$ cat src/hdl/tmgd_pkg.sv
// tmgd_pkg: shared constants for the trimmed-mean gas detector.
// Holds sample, accumulator and reciprocal-divide sizes and the kind codes.
// No dependencies.
`default_nettype none

package tmgd_pkg;

  localparam int SAMPLE_W   = 12;
  localparam int SAMPLE_MAX = (1 << SAMPLE_W) - 1;
  localparam int MARGIN_RST = 20;

  localparam int WINDOW    = 24;
  localparam int CAL_COUNT = 100;
  localparam int TRIM_DIV  = WINDOW - 2;

  localparam int WSUM_W = $clog2(WINDOW * SAMPLE_MAX + 1);
  localparam int CSUM_W = $clog2(CAL_COUNT * SAMPLE_MAX + 1);
  localparam int WCNT_W = $clog2(WINDOW + 1);
  localparam int CCNT_W = $clog2(CAL_COUNT + 1);
  localparam int DIV_W  = (WSUM_W > CSUM_W) ? WSUM_W : CSUM_W;

  localparam int WIN_SHIFT = DIV_W + $clog2(TRIM_DIV);
  localparam int CAL_SHIFT = DIV_W + $clog2(CAL_COUNT);
  localparam int MUL_W     = DIV_W + 1;
  localparam int PROD_W    = DIV_W + MUL_W + SAMPLE_W;

  localparam longint unsigned WIN_RECIP =
    ((64'd1 << WIN_SHIFT) + 64'(TRIM_DIV) - 64'd1) / 64'(TRIM_DIV);
  localparam longint unsigned CAL_RECIP =
    ((64'd1 << CAL_SHIFT) + 64'(CAL_COUNT) - 64'd1) / 64'(CAL_COUNT);

  localparam logic [MUL_W-1:0] WIN_MUL = WIN_RECIP[MUL_W-1:0];
  localparam logic [MUL_W-1:0] CAL_MUL = CAL_RECIP[MUL_W-1:0];

  localparam logic OP_MEAS   = 1'b0;
  localparam logic OP_CAL    = 1'b1;
  localparam logic KIND_MEAS = 1'b0;
  localparam logic KIND_CAL  = 1'b1;

  localparam int IN_DATA_W  = 16;
  localparam int OUT_DATA_W = 32;

endpackage

`default_nettype wire

$ cat src/hdl/trimmed_mean_gas_detector_top.sv
// trimmed_mean_gas_detector_top: window/calibration accumulators, reciprocal
// divide and threshold compare for a 12-bit gas sensor stream.
// Depends on tmgd_pkg.
//
//  channel | dir | beat contents
//  in_     | in  | tuser: operation; tdata[11:0]: sample
//  out_    | out | tuser: report_kind; tdata: level_mean, gas_level, gas_present
//  cfg_    | in  | data[11:0]: detect_margin, always ready
//
// One sample beat per cycle while in_tready is high. A completing sample's
// report passes the sum/trim stage, the shared reciprocal multiplier stage
// and the compare stage into the output register. in_tready falls only
// when all three stages are full and out_tready is low. Synchronous active-low
// reset clears accumulators, baseline, margin (to 20) and all stage valids.
`default_nettype none

module trimmed_mean_gas_detector_top (
  input  wire                               clk,
  input  wire                               rst_n,
  input  wire                               in_tvalid,
  output logic                              in_tready,
  input  wire  [tmgd_pkg::IN_DATA_W-1:0]    in_tdata,   // [11:0] sample
  input  wire                               in_tuser,   // [0] operation
  output logic                              out_tvalid,
  input  wire                               out_tready,
  output logic [tmgd_pkg::OUT_DATA_W-1:0]   out_tdata,  // [11:0] level_mean,
                                                        // [23:12] gas_level,
                                                        // [24] gas_present
  output logic                              out_tuser,  // [0] report_kind
  input  wire                               cfg_valid,
  output logic                              cfg_ready,
  input  wire  [tmgd_pkg::SAMPLE_W-1:0]     cfg_data    // [11:0] detect_margin
);
  import tmgd_pkg::*;

  logic [SAMPLE_W-1:0] margin_r;
  logic [SAMPLE_W-1:0] baseline_r;

  logic [WSUM_W-1:0]   win_sum_r, win_sum_nxt;
  logic [SAMPLE_W-1:0] win_min_r, win_min_nxt;
  logic [SAMPLE_W-1:0] win_max_r, win_max_nxt;
  logic [WCNT_W-1:0]   win_cnt_r, win_cnt_nxt;
  logic [CSUM_W-1:0]   cal_sum_r, cal_sum_nxt;
  logic [CCNT_W-1:0]   cal_cnt_r, cal_cnt_nxt;

  logic                p1_v_r, p1_v_nxt;
  logic                p1_kind_r, p1_kind_nxt;
  logic [DIV_W-1:0]    p1_num_r, p1_num_nxt;
  logic                p2_v_r, p2_v_nxt;
  logic                p2_kind_r;
  logic [SAMPLE_W-1:0] p2_quo_r, p2_quo_nxt;
  logic                out_v_r, out_v_nxt;
  logic                out_kind_r;
  logic [SAMPLE_W-1:0] out_mean_r, out_mean_nxt;
  logic [SAMPLE_W-1:0] out_level_r, out_level_nxt;
  logic                out_present_r, out_present_nxt;

  logic                accept;
  logic                out_ld, p2_ld, p1_ld;
  logic [SAMPLE_W-1:0] samp;
  logic [WSUM_W-1:0]   win_sum_add, trimmed;
  logic [SAMPLE_W-1:0] smin, smax;
  logic [CSUM_W-1:0]   cal_sum_add;
  logic                win_done, cal_done;
  logic [MUL_W-1:0]    recip;
  logic [PROD_W-1:0]   prod;
  logic [SAMPLE_W:0]   thresh;

  assign samp      = in_tdata[SAMPLE_W-1:0];
  assign out_ld    = p2_v_r && (!out_v_r || out_tready);
  assign p2_ld     = p1_v_r && (!p2_v_r || out_ld);
  assign p1_ld     = accept && (win_done || cal_done);
  assign in_tready = !p1_v_r || p2_ld;
  assign accept    = in_tvalid && in_tready;
  assign cfg_ready = 1'b1;

  // stage 1: accumulate, trim
  always_comb begin
    win_sum_add = win_sum_r + WSUM_W'(samp);
    smin        = (samp < win_min_r) ? samp : win_min_r;
    smax        = (samp > win_max_r) ? samp : win_max_r;
    trimmed     = win_sum_add - WSUM_W'(smin) - WSUM_W'(smax);
    cal_sum_add = cal_sum_r + CSUM_W'(samp);
    win_done    = (in_tuser == OP_MEAS) && (win_cnt_r == WCNT_W'(WINDOW - 1));
    cal_done    = (in_tuser == OP_CAL) && (cal_cnt_r == CCNT_W'(CAL_COUNT - 1));

    win_sum_nxt = win_sum_r;
    win_min_nxt = win_min_r;
    win_max_nxt = win_max_r;
    win_cnt_nxt = win_cnt_r;
    cal_sum_nxt = cal_sum_r;
    cal_cnt_nxt = cal_cnt_r;
    if (accept && in_tuser == OP_MEAS) begin
      if (win_done) begin
        win_sum_nxt = '0;
        win_min_nxt = SAMPLE_W'(SAMPLE_MAX);
        win_max_nxt = '0;
        win_cnt_nxt = '0;
      end else begin
        win_sum_nxt = win_sum_add;
        win_min_nxt = smin;
        win_max_nxt = smax;
        win_cnt_nxt = win_cnt_r + WCNT_W'(1);
      end
    end
    if (accept && in_tuser == OP_CAL) begin
      if (cal_done) begin
        cal_sum_nxt = '0;
        cal_cnt_nxt = '0;
      end else begin
        cal_sum_nxt = cal_sum_add;
        cal_cnt_nxt = cal_cnt_r + CCNT_W'(1);
      end
    end

    p1_v_nxt    = p1_ld || (p1_v_r && !p2_ld);
    p1_kind_nxt = cal_done ? KIND_CAL : KIND_MEAS;
    p1_num_nxt  = cal_done ? DIV_W'(cal_sum_add) : DIV_W'(trimmed);
  end

  // stage 2: divide by constant through reciprocal multiply
  always_comb begin
    recip      = (p1_kind_r == KIND_CAL) ? CAL_MUL : WIN_MUL;
    prod       = PROD_W'(p1_num_r) * PROD_W'(recip);
    p2_quo_nxt = (p1_kind_r == KIND_CAL) ? prod[CAL_SHIFT +: SAMPLE_W]
                                         : prod[WIN_SHIFT +: SAMPLE_W];
    p2_v_nxt   = p2_ld || (p2_v_r && !out_ld);
  end

  // stage 3: threshold compare
  always_comb begin
    thresh          = {1'b0, baseline_r} + {1'b0, margin_r};
    out_mean_nxt    = p2_quo_r;
    out_present_nxt = (p2_kind_r == KIND_MEAS) && ({1'b0, p2_quo_r} > thresh);
    out_level_nxt   = out_present_nxt ? (p2_quo_r - baseline_r) : '0;
    out_v_nxt       = out_ld || (out_v_r && !out_tready);
  end

  always_ff @(posedge clk) begin
    if (!rst_n) begin
      margin_r   <= SAMPLE_W'(MARGIN_RST);
      baseline_r <= '0;
      win_sum_r  <= '0;
      win_min_r  <= SAMPLE_W'(SAMPLE_MAX);
      win_max_r  <= '0;
      win_cnt_r  <= '0;
      cal_sum_r  <= '0;
      cal_cnt_r  <= '0;
      p1_v_r     <= 1'b0;
      p2_v_r     <= 1'b0;
      out_v_r    <= 1'b0;
    end else begin
      if (cfg_valid && cfg_ready) begin
        margin_r <= cfg_data;
      end
      if (out_ld && p2_kind_r == KIND_CAL) begin
        baseline_r <= p2_quo_r;
      end
      win_sum_r <= win_sum_nxt;
      win_min_r <= win_min_nxt;
      win_max_r <= win_max_nxt;
      win_cnt_r <= win_cnt_nxt;
      cal_sum_r <= cal_sum_nxt;
      cal_cnt_r <= cal_cnt_nxt;
      p1_v_r    <= p1_v_nxt;
      p2_v_r    <= p2_v_nxt;
      out_v_r   <= out_v_nxt;
    end
  end

  always_ff @(posedge clk) begin
    if (p1_ld) begin
      p1_kind_r <= p1_kind_nxt;
      p1_num_r  <= p1_num_nxt;
    end
    if (p2_ld) begin
      p2_kind_r <= p1_kind_r;
      p2_quo_r  <= p2_quo_nxt;
    end
    if (out_ld) begin
      out_kind_r    <= p2_kind_r;
      out_mean_r    <= out_mean_nxt;
      out_level_r   <= out_level_nxt;
      out_present_r <= out_present_nxt;
    end
  end

  assign out_tvalid = out_v_r;
  assign out_tuser  = out_kind_r;
  assign out_tdata  = OUT_DATA_W'({out_present_r, out_level_r, out_mean_r});

endmodule

`default_nettype wire
$ cat config.mk
export PLATFORM = sky130hd
export DESIGN_NAME = trimmed_mean_gas_detector_top
export DESIGN_NICKNAME = d
export VERILOG_FILES = /design/src/hdl/tmgd_pkg.sv /design/src/hdl/trimmed_mean_gas_detector_top.sv
export SDC_FILE = /design/constraint.sdc
export NUM_CORES = 1
export LEC_CHECK = 0
export BUFFER_PORTS_ARGS = -buffer_cell sky130_fd_sc_hd__buf_2
export CAP_MARGIN = 20
export CORE_MARGIN = 2
export CORE_UTILIZATION = 35
export DETAILED_ROUTE_END_ITERATION = 10
export PLACE_DENSITY = 0.59
export SYNTH_ARGS = -nofsm -noshare
export SYNTH_HDL_FRONTEND = slang
export SYNTH_SLANG_ARGS = --single-unit
$ cat constraint.sdc
create_clock -name clk -period 21.7 [get_ports clk]
set_input_delay 2.17 -clock clk [delete_from_list [all_inputs] [get_ports clk]]
set_output_delay 2.17 -clock clk [all_outputs]
set_load 0.005 [all_outputs]
; ---- Word level (Yosys, flattened, before mapping)
; Cells that the tools add are included.
[word_totals]
n_memories = 0
latch_bits = 0
rom_bits = 0
register_bits = 158
out_inout_bits = 36
ram_bits = 0
word_cells = 74
input_bits = 34
[op_classes]
div_mod_pow = 0
add_sub_neg = 8
mux = 12
eq_ne = 2
multipliers = 1
order_cmp = 3
n_bitwise = 2
n_shift = 0
n_reduce_logical = 26
[ops]
columns = cell, count
row1 = two-way mux 12 bit, 5
row2 = two-way mux 17 bit, 3
row3 = multiplier 19 x 20 -> 38 bit, 1
row4 = subtractor 17 x 12 -> 17 bit, 2
row5 = adder 19 x 12 -> 19 bit, 1
row6 = two-way mux 19 bit, 1
row7 = adder 17 x 12 -> 17 bit, 1
row8 = adder 12 x 12 -> 13 bit, 1
row9 = greater-than comparator 12 x 13 -> 1 bit, 1
row10 = logical AND 1 bit, 13
row11 = greater-than comparator 12 bit, 1
row12 = less-than comparator 12 bit, 1
row13 = subtractor 12 bit, 1
row14 = "adder 7 x 1 -> 7 bit, second input constant", 1
row15 = "== test 7 bit, second input constant", 1
row16 = logical OR 1 bit, 7
row17 = two-way mux 7 bit, 1
row18 = logical NOT 1 bit, 6
row19 = "adder 5 x 1 -> 5 bit, second input constant", 1
row20 = "== test 5 bit, second input constant", 1
row21 = two-way mux 5 bit, 1
row22 = inverter 1 bit, 2
row23 = two-way mux 1 bit, 1

; ---- Logic depth before layout (Yosys ltp)
; Gate-level depths: netlist of run 1.
[logic_depth]
ltp_word = 9
ltp_mapped = 27
depth_no_buf = 25

; ---- Least setup slack after synthesis of run 1
; Ideal clock, no wire load.
[synth_timing]
path_type = reg2reg
start = register p1_kind_r
end = register p2_quo_r[10], in the netlist out_mean_nxt[10] (data pin)
slack_ns = 14.811
t_arrival_ns = 6.634
t_required_ns = 21.445
setup_time_ns = 0.255
path_stages_with_launch = 26
path_buffers = 4
period_less_slack_ns = 6.889
path_cell_list = edfxtp_1 > clkbuf_1 > clkbuf_1 > clkbuf_1 > clkbuf_1 > nor2_1 > ha_1 > inv_1 > fa_1 > inv_1 > fa_1 > fa_1 > fa_1 > inv_1 > fa_1 > inv_1 > ha_1 > a21o_1 > a21o_1 > a21oi_1 > nand4b_1 > o211ai_2 > and4_1 > o21a_1 > or3_1 > a31o_1
[synth_via]
elab_chain_len = 3
[synth_rtl]
columns = element, line_no
row1 = start: declaration, trimmed_mean_gas_detector_top.sv:47  ; logic p1_kind_r, p1_kind_nxt;
row2 = start signal: assignment, trimmed_mean_gas_detector_top.sv:173  ; p1_kind_r <= p1_kind_nxt;
row3 = two-way mux 17 bit, trimmed_mean_gas_detector_top.sv:123  ; recip = (p1_kind_r == KIND_CAL) ? CAL_MUL : WIN_MUL;
row4 = multiplier 19 x 20 -> 38 bit, trimmed_mean_gas_detector_top.sv:124  ; prod = PROD_W'(p1_num_r) * PROD_W'(recip);
row5 = two-way mux 12 bit *, trimmed_mean_gas_detector_top.sv:125  ; p2_quo_nxt = (p1_kind_r == KIND_CAL) ? prod[CAL_SHIFT +: SAMPLE_W]
row6 = named net p2_quo_nxt[10], trimmed_mean_gas_detector_top.sv:51  ; logic [SAMPLE_W-1:0] p2_quo_r, p2_quo_nxt;
row7 = end signal: assignment, trimmed_mean_gas_detector_top.sv:178  ; p2_quo_r <= p2_quo_nxt;
row8 = end: declaration, trimmed_mean_gas_detector_top.sv:51
; Mark *: on every way through the listed nets, which the timed path passes. The rest lies on a longest branch.
; A chain may end at the register's enable or synchronous reset.

; ---- Final worst setup path of run 1
; Same ends and word-level chain as after synthesis.

==> results of run 1 <==
==> metal layers <==
layer,vias up,part of all wire (%)
met5,-,0
met4,0,2.7
met3,54,3.0
met2,184,48
met1,6362,46
li1,6413,-
==> through the flow <==
| step | hold WS, ps | setup WS (ps) | cell area, um^2 |
|---|---|---|---|
| 6_report | 462 | 13800 | 19800 |
| 2_1_floorplan | 426 | 14810 | 18400 |
| 5_1_grt | 489 | 13340 | 19800 |
| 3_3_place_gp | 444 | 13890 | 19200 |
| 4_1_cts | 464 | 13810 | 19800 |
| 3_5_place_dp | 454 | 13820 | 19200 |
==> final timing paths <==
kind                              startpoint               end  slack (ps)  depth (start not counted)
worst max-delay path               p1_kind_r  out_mean_nxt[10]       13800                         22
worst min-delay path            cal_sum_r[5]      cal_sum_r[5]         460                          2
worst max register to register     p1_kind_r  out_mean_nxt[10]       13800                         22
worst min register to register  cal_sum_r[5]      cal_sum_r[5]         460                          2
==> state kept, by name, summed over array words and instances (netlist names) <==
name,cells
p1_num_r,19
p1_kind_r,1
win_cnt_r,5
p2_kind_r,1
cal_sum_r,19
margin_r,12
cal_cnt_r,7
win_sum_r,17
out_level_r,12
out_present_r,1
baseline_r,12
out_mean_nxt,12
p2_v_r,1
out_mean_r,12
out_tuser,1
win_max_r,12
win_min_r,12
p1_v_r,1
out_tvalid,1
==> worst max-delay path, delay by kind of cell, from the launching register on <==
family | cells | cell delay (ps)
adders and majority gates | 7 | 3450
AOI/OAI and AO/OA | 7 | 2020
buffers and inverters | 5 | 1070
and+or+nand+nor | 3 | 750
DFF | 1 | 320
==> power groups by stage <==
stage / registers (mW) / logic (mW) / clock network (mW)
after global routing: 0.328 / 0.272 / 0.319
after CTS: 0.327 / 0.240 / 0.307
after floorplan: 0.333 / 0.188 / 0
after detailed placement: 0.334 / 0.239 / 0
after global placement: 0.334 / 0.233 / 0
final: 0.327 / 0.239 / 0.301
==> cell families (layout without fill, tap and decap cells) <==
group / count (synthesis) / count (layout) / share of synthesized area, %
AO/OA/AOI/OAI: 276 / 276 / 10.1
XOR/XNOR: 110 / 110 / 5.26
adder cells (fa/ha/maj): 461 / 461 / 39.6
buffers and inverters: 407 / 428 / 8.66
flip-flops: 158 / 158 / 20.5
multiplexers: 69 / 69 / 3.84
other: 2 / 15 / 0.0410
AND/OR/NAND/NOR: 456 / 456 / 12.0
==> layout by cell type, fill, tap and decap left out, types with 17 or more instances in the layout <==
cell type	instances
xor2_1	49
and2_1	20
dfxtp_1	99
ha_1	260
nor2b_1	25
o21ai_1	21
inv_1	327
nand3_1	38
nor2_1	151
edfxtp_1	59
a21o_1	41
a21oi_1	78
nand2b_1	22
clkbuf_16	17
fa_1	199
o21ai_0	32
nor3_1	24
xnor2_1	61
buf_2	57
nand2_1	105
mux2i_1	59
==> area by class of cell <==
type,count,area [um^2]
Multi-Input combinational cell,1387,13000
Inverter,328,1230
Clock inverter,14,144
Sequential cell,158,3750
Tap cell,680,851
Fill cell,5227,31700
Clock buffer,18,439
Timing Repair Buffer,68,375
==> results.ini, run 1 <==
[routing]
dr.pass1.iters = 5
viasPerCell = 4.91
wl_mm = 40.6
drt-wirelength-per-cell_um = 15.3
detail-route-antenna-nets = 0
drt_iter0_markers = 607
drc = 0
vias = 13000

[final_layout]
antenna_cells = 0
fin_cells = 2653
drive_gt1_share_pct = 6.94
area_growth_syn_to_layout_pct = 8.23
fin_nets = 2453
finish.utilization_pct = 38.5

[power_and_ir_drop]
switching_share_pct = 31.8
vdd_drop_max_mv = 0.0572
power.static_leakage_nw = 9.63
combPwrFrac_pct = 27.6
p_total_mw = 0.867
clockPowerShare_pct = 34.7
switchingPower_mw = 0.276
pwr-share-seq_pct = 37.8
powerDensity_nw_per_um2 = 43.7
internal_power_mw = 0.591

[clocking]
cts-buffers-inserted = 17
holdBufCountCts = 0
path_clk_slew_ps = 70
cts_root_buffer = clkbuf_16
post_cts_buffers = 0
clock_latency_ps = 450
cts_resized = 0
cts.sinks = 158
cts_buffer_depth = 2
cts_htree_levels = 4
cts_tree = yes

[logic_synthesis]
yosysTopAreaCell = fa_1
netlist_top_cells_area = fa_1 (22%), ha_1 (18%), dfxtp_1 (11%)
ys_seq_area_share_pct = 20.5
avgSynthCellArea_um2 = 9.45
netlist_instances = 1939
ys_top_cells_by_count = inv_1 (328), ha_1 (260), fa_1 (199), nor2_1 (151), nand2_1 (105)
yosysWarnings = 0
synth_area_um2 = 18300
ys_ff_latch = 158
yosysTopAreaCellShare_pct = 21.7
synthArstFlopShare_pct = 0
synth_ff_type = dfxtp_1
ys_types = 82
yosys.cell_count.top_type = inv_1
synth-edff-count = 59

[hold_path]
hold_path.class = reg -> reg

[place]
portBuffers = 57
dp_hpwl_mm = 33.2
dp_cells = 2620
routabilityCongestion = 0.882

[die]
rows = 83
start_util_pct = 35.6
core_area_um2 = 51500
dieWidth_um = 233
dieArea_um2 = 54200
die_height_um = 233
ioPinCount = 70

[grt]
use_met3_pct = 1.99
grt_max_degree = 75
grt_overflow = 0
use_met1_pct = 20.8
grt_pass1_wl_mm = 68.5
grt-busiest-layer = met2
grt_usage_pct = 15.8
met2_usage_pct = 26.8
grt_pass1_vias = 13700
grt_antenna_before_repair = 0

[sta]
rsz0062_at_grt = no
period_share_pct = 36.4
worst_pin_slew_ps = 964
setup_viol = 0
post-route-min-period_ps = 7900
finalHoldViolations = 0
slew_headroom_pct = 35.3
tns_ps = 0
fin_skew_ps = 11.0
timing.fmax_mhz = 127
slew_viol_final = 0

[setup_path]
crit_type = reg -> reg
cp-start-kind = flip-flop
path_common_cell = fa_1
crit_required_ps = 21900
cp_slowest_cell = fa_1
worstPathArrival_ps = 8110
crit_path_end_kind = flip-flop
path_cells = buf_4 > buf_4 > nand2_1 > fa_1 > inv_1 > fa_1 > fa_1 > fa_1 > fa_1 > inv_1 > fa_1 > inv_1 > ha_1 > nand4_1 > a211oi_1 > o211ai_1 > a31o_1 > o211ai_2 > and4_1 > o21a_1 > o21ai_0 > a31o_1
slowest_delay_ps = 610
crit_fanout = 50

[job]
maxCapViolCount = 0

[status]
status = finished clean

(Power assumes the default switching activity.)
==> run 2: changes to the inputs <==
PLACE_DENSITY = 0.61   (was 0.59)
clock period = 7 ns   (was 21.7 ns; I/O delays follow)
==> run 2 against run 1 <==
Compared with the run above:
- via count is 1.9% higher
- count of clock-buffer cells in the layout up 1
- die area unchanged
- sequential power rose to 3.1 times the previous value
- final area increased by 2.4%
- utilization up 0.94 points
- final cell count increased by 2.2%
- sequential cell count stayed put
- combinational power grew to 3.1 times the previous value
- critical endpoint unchanged
==> results.ini, run 2 (same netlist as run 1, synthesis figures left out) <==
[routing]
wl_mm = 41.9  ; +3.1%
drt_iter0_markers = 709  ; +17%
drc = 0  ; unchanged
vias = 13300  ; +1.9%
viasPerCell = 4.89  ; -0.26%
detail-route-antenna-nets = 0  ; unchanged
drt-wirelength-per-cell_um = 15.5  ; +0.90%
dr.pass1.iters = 5  ; unchanged

[final_layout]
drive_gt1_share_pct = 9.90  ; +3.0 points
area_growth_syn_to_layout_pct = 10.9
fin_nets = 2511  ; +2.4%
mostFrequentLayoutCell = inv_1
regArea_um2 = 3750  ; unchanged
top_regs = cal_sum_r: 19 flops, p1_num_r: 19 flops, win_sum_r: 17 flops
final_cell_mix = inv_1 (327), ha_1 (260), fa_1 (199), nor2_1 (151), nand2_1 (104)
fillCellCount = 5201  ; -0.50%
finish.utilization_pct = 39.4  ; +0.94 points
antenna_cells = 0  ; unchanged
multi_input_area_um2 = 13100  ; +0.20%

[clocking]
cts_root_buffer = clkbuf_16
holdBufCountCts = 0  ; unchanged
clock_latency_ps = 450  ; about the same
cts_tree = yes
cts.sinks = 158  ; unchanged
cts_htree_levels = 4  ; unchanged
path_clk_slew_ps = 70  ; about the same
cts_buffer_depth = 2  ; unchanged
cts-buffers-inserted = 17  ; unchanged

[sta]
slew_viol_final = 0  ; unchanged
post-route-min-period_ps = 6720  ; -1190 ps
period_share_pct = 96.0  ; +60 points
finalHoldViolations = 0  ; unchanged
worst_pin_slew_ps = 945  ; -19.6 ps
fin_skew_ps = 14.5  ; +3.49 ps
timing.fmax_mhz = 149  ; +18%
slew_headroom_pct = 36.8  ; +1.5 points
setup_viol = 0  ; unchanged
tns_ps = 0  ; unchanged
rsz0062_at_grt = no

[power_and_ir_drop]
vdd_drop_max_mv = 0.193  ; +240%
power.static_leakage_nw = 9.93  ; +3.1%
powerDensity_nw_per_um2 = 131  ; +200%

[setup_path]
cp_slowest_cell = fa_1
crit_path_end_kind = flip-flop
worstPathArrival_ps = 6920  ; -1190 ps
crit_fanout = 11  ; -78%
cp-start-kind = flip-flop
crit_type = reg -> reg
crit_required_ps = 7200  ; -14700 ps
path_common_cell = fa_1
slowest_delay_ps = 550  ; -60 ps

[grt]
use_met1_pct = 21.6  ; +0.86 points
grt_antenna_before_repair = 0  ; unchanged
use_met3_pct = 1.96  ; -0.025 points
grt_max_degree = 75  ; unchanged
grt_usage_pct = 16.2  ; +0.44 points
grt_pass1_vias = 13900  ; +1.5%
grt-busiest-layer = met2
grt_pass1_wl_mm = 70.6  ; +3.0%
grt_overflow = 0  ; unchanged
met2_usage_pct = 27.7  ; +0.94 points

[status]
status = finished clean

[die]
start_util_pct = 35.6  ; unchanged
core_area_um2 = 51500  ; unchanged
dieArea_um2 = 54200  ; unchanged
rows = 83  ; unchanged
ioPinCount = 70  ; unchanged
die_height_um = 233  ; unchanged
dieWidth_um = 233  ; unchanged

[place]
routabilityCongestion = 0.871  ; -1.2%
dp_hpwl_mm = 34.7  ; +4.8%
portBuffers = 57  ; unchanged

[job]
maxCapViolCount = 0  ; unchanged

[hold_path]
hold_path.class = reg -> reg

[run 2: changes by cell type in the layout (fill, tap and decap cells not counted), moves of 3 or more]
| cell | previous run | this run |
|---|---|---|
| clkbuf_16 | 17 | 20 |
| clkinv_2 | 0 | 3 |
| clkinv_4 | 4 | 1 |
| buf_4 | 10 | 66 |
[run 2: layout make-up]
class	instances	area share, %
Multi-Input combinational cell	1387	64.3
Clock inverter	13	0.505
Timing Repair Buffer	126	4.19
Clock buffer	19	2.28
Inverter	328	6.06
Tap cell	680	4.19
Sequential cell	158	18.5
[run 2: where the power goes]
part / internal, mW / switching [mW]
clock network: 0.491 / 0.419
registers: 1.00 / 0.0155
logic: 0.325 / 0.421
total: 1.82 / 0.855
[run 2: stage by stage]
stage	instance area [um^2]	power [mW]	hold slack (ps)	worst slack, ps	instances
floorplan	18400	1.61	426	111	1952
global placement	19700	1.76	443	178	2675
detailed placement	19700	1.78	449	173	2675
CTS	20200	2.69	458	115	2707
global route	20300	2.83	469	16.4	2711
finish	20300	2.67	458	283	2711
[run 2: worst max-delay path, delay by kind of cell (launching register included)]
family	cells	cell delay [ps]
AOI/OAI and AO/OA	7	1220
adders and majority gates	6	2890
buffers and inverters	9	1030
DFF	1	380
and+or+nand+nor	4	920
[run 2: layer usage]
metal / vias to the layer above / routed length (um)
li1: 6522 / -
met1: 6492 / 19300
met2: 209 / 20600
met3: 40 / 1240
met4: 0 / 748
met5: - / 0
[run 2: path summary, 6_finish.rpt]
kind                      from                to  slack, ps  cells past startpoint
setup / recovery     p1_kind_r  out_mean_nxt[10]        280                     26
hold / removal    win_sum_r[0]      win_sum_r[0]        460                      2
setup reg to reg     p1_kind_r  out_mean_nxt[10]        280                     26
hold reg to reg   win_sum_r[0]      win_sum_r[0]        460                      2
[run 2: what timing repair did]
action | 4_1_cts | 5_1_grt
endpoints found under the setup margin | 0 | 2
gates resized for setup | 0 | 7
buffers inserted | 0 | 2
==> run 3: changes to the inputs <==
PLACE_DENSITY = 0.59   (was 0.61)
clock period = 8.2 ns   (was 7 ns; I/O delays follow)
==> run 3 against run 2 <==
Compared with the run above:
- maximum frequency is 9.0% lower
- global-route usage is 0.35 points lower
- non-clock buffer count is 44 lower
- wire length is 2.2% lower
- critical path type unchanged
- final cell count is 1.6% lower
- sequential share of layout area is 0.33 points higher
==> results.ini, run 3 (same netlist as run 1, synthesis figures left out) <==
[clocking]
clock_latency_ps = 450  ; about the same
cts_resized = 0  ; unchanged
cts_root_buffer = clkbuf_16
holdBufCountCts = 0  ; unchanged
cts_htree_levels = 4  ; unchanged
path_clk_slew_ps = 70  ; about the same
post_cts_buffers = 0  ; unchanged
cts-buffers-inserted = 17  ; unchanged
cts_buffer_depth = 2  ; unchanged
cts.sinks = 158  ; unchanged
cts_tree = yes

[routing]
dr.pass1.iters = 4  ; -1
drt-wirelength-per-cell_um = 15.4  ; -0.57%
viasPerCell = 4.90  ; +0.17%
dr_wl_met3_um = 863  ; -30%
detail-route-antenna-nets = 0  ; unchanged
wl_met1_mm = 19.1  ; -0.68%
vias = 13100  ; -1.5%
wl_mm = 41.0  ; -2.2%
drc = 0  ; unchanged
topRoutingLayerUsed = met4
drt_iter0_markers = 502  ; -29%
dr_wl_met2_mm = 20.2  ; -2.2%

[final_layout]
antenna_cells = 0  ; unchanged
drive_gt1_share_pct = 7.60  ; -2.3 points
top_regs = cal_sum_r: 19 flops, p1_num_r: 19 flops, win_sum_r: 17 flops
fin_nets = 2467  ; -1.8%
area_growth_syn_to_layout_pct = 8.91
mostFrequentLayoutCell = inv_1
final_cell_mix = inv_1 (327), ha_1 (260), fa_1 (199), nor2_1 (151), nand2_1 (105)
finish.utilization_pct = 38.7  ; -0.70 points

[hold_path]
hold_depth = 2  ; unchanged
hold_path.class = reg -> reg

[grt]
grt_pass1_vias = 13500  ; -2.5%
grt_overflow = 0  ; unchanged
grt_max_degree = 75  ; unchanged
grt_pass1_wl_mm = 68.5  ; -2.9%
grt_usage_pct = 15.9  ; -0.35 points
grt_antenna_before_repair = 0  ; unchanged

[job]
maxCapViolCount = 0  ; unchanged

[die]
rows = 83  ; unchanged
dieWidth_um = 233  ; unchanged
core_area_um2 = 51500  ; unchanged
ioPinCount = 70  ; unchanged
start_util_pct = 35.6  ; unchanged
die_height_um = 233  ; unchanged
dieArea_um2 = 54200  ; unchanged

[setup_path]
path_cells = inv_1 > nor2_1 > nand2_1 > o21ai_0 > fa_1 > fa_1 > inv_1 > fa_1 > fa_1 > inv_1 > fa_1 > inv_1 > ha_1 > o21ai_0 > a211oi_1 > o211ai_1 > a31o_1 > o211ai_2 > and4_1 > o21a_1 > o21ai_0 > a31o_1
slowest_delay_ps = 750  ; +200 ps
worstPathArrival_ps = 7580  ; +660 ps
cp-start-kind = flip-flop
crit_path_end_kind = flip-flop
crit_fanout = 12  ; +1
crit_required_ps = 8400  ; +1200 ps
rr_worst_depth = 22  ; -15%
path_common_cell = fa_1
crit_type = reg -> reg
cp_slowest_cell = edfxtp_1

[sta]
rsz0062_at_grt = no
slew_viol_final = 0  ; unchanged
tns_ps = 0  ; unchanged
fin_skew_ps = 12.8  ; -1.71 ps
post-route-min-period_ps = 7380  ; +667 ps
slew_headroom_pct = 38.8  ; +2.0 points
period_share_pct = 90.0  ; -5.9 points
finalHoldViolations = 0  ; unchanged
worst_pin_slew_ps = 915  ; -29.8 ps
holdWs_ps = 459  ; +1.72 ps
post-route-worst-setup-slack_ps = 817  ; +533 ps
timing.fmax_mhz = 135  ; -9.0%
setup_viol = 0  ; unchanged

[power_and_ir_drop]
clockPowerShare_pct = 35.2  ; +1.1 points
switching_share_pct = 31.1  ; -0.95 points
internal_power_mw = 1.60  ; -12%
combPwrFrac_pct = 27.4  ; -0.5 points
power.static_leakage_nw = 9.70  ; -2.3%
p_total_mw = 2.32  ; -13%
vdd_drop_max_mv = 0.169  ; -13%
switchingPower_mw = 0.721  ; -16%
pwr-share-seq_pct = 37.4  ; -0.6 points
powerDensity_nw_per_um2 = 116  ; -12%

[status]
status = finished clean

[place]
dp_hpwl_mm = 33.5  ; -3.4%
portBuffers = 57  ; unchanged
routabilityCongestion = 0.852  ; -2.2%
pre_cts_ws_ps = 839  ; +666 ps

[run 3: changes by cell type in the layout (fill, tap and decap cells not counted), sizes merged]
cell	delta
inv	-2
buf	-42
bufinv	+2
clkinv	+1
clkbuf	-3
[run 3: stage by stage]
| step | cells | area, um^2 |
|---|---|---|
| 2_1_floorplan | 1952 | 18400 |
| 6_report | 2667 | 20000 |
| 5_1_grt | 2667 | 20000 |
| 3_5_place_dp | 2634 | 19300 |
| 3_3_place_gp | 2634 | 19300 |
| 4_1_cts | 2666 | 19900 |
[run 3: power by group through the flow]
stage	registers (mW)	logic [mW]	clock network, mW
after floorplan	0.880	0.496	0
after global placement	0.883	0.618	0
after detailed placement	0.884	0.633	0
after CTS	0.867	0.640	0.837
after global routing	0.869	0.725	0.867
final	0.867	0.636	0.818
[run 3: layer usage]
layer,vias up,GRT usage (%)
li1,6453,-
met1,6399,21.0
met2,175,27.4
met3,43,1.63
met4,0,4.46
met5,-,0
[run 3: worst paths after layout]
path                              startpoint               end  slack, ps
worst max register to register   p1_num_r[9]  out_mean_nxt[10]        820
worst max-delay path             p1_num_r[9]  out_mean_nxt[10]        820
worst min-delay path            win_sum_r[0]      win_sum_r[0]        460
worst min register to register  win_sum_r[0]      win_sum_r[0]        460
[run 3: final cells by class]
class,instances,area [um^2]
repair buffers,82,480
fillers,5185,31600
flip-flops and latches,158,3750
inverters,328,1230
clock inverters,14,153
clock buffers,18,450
multi-input cells,1387,13000
well taps,680,851
[run 3: worst max-delay path, delay by kind of cell (launching register included)]
family / cells / cell delay [ps]
buffers and inverters: 4 / 460
flip-flops: 1 / 750
adder cells (fa/ha/maj): 6 / 2840
AO/OA/AOI/OAI: 9 / 2220
AND/OR/NAND/NOR: 3 / 870
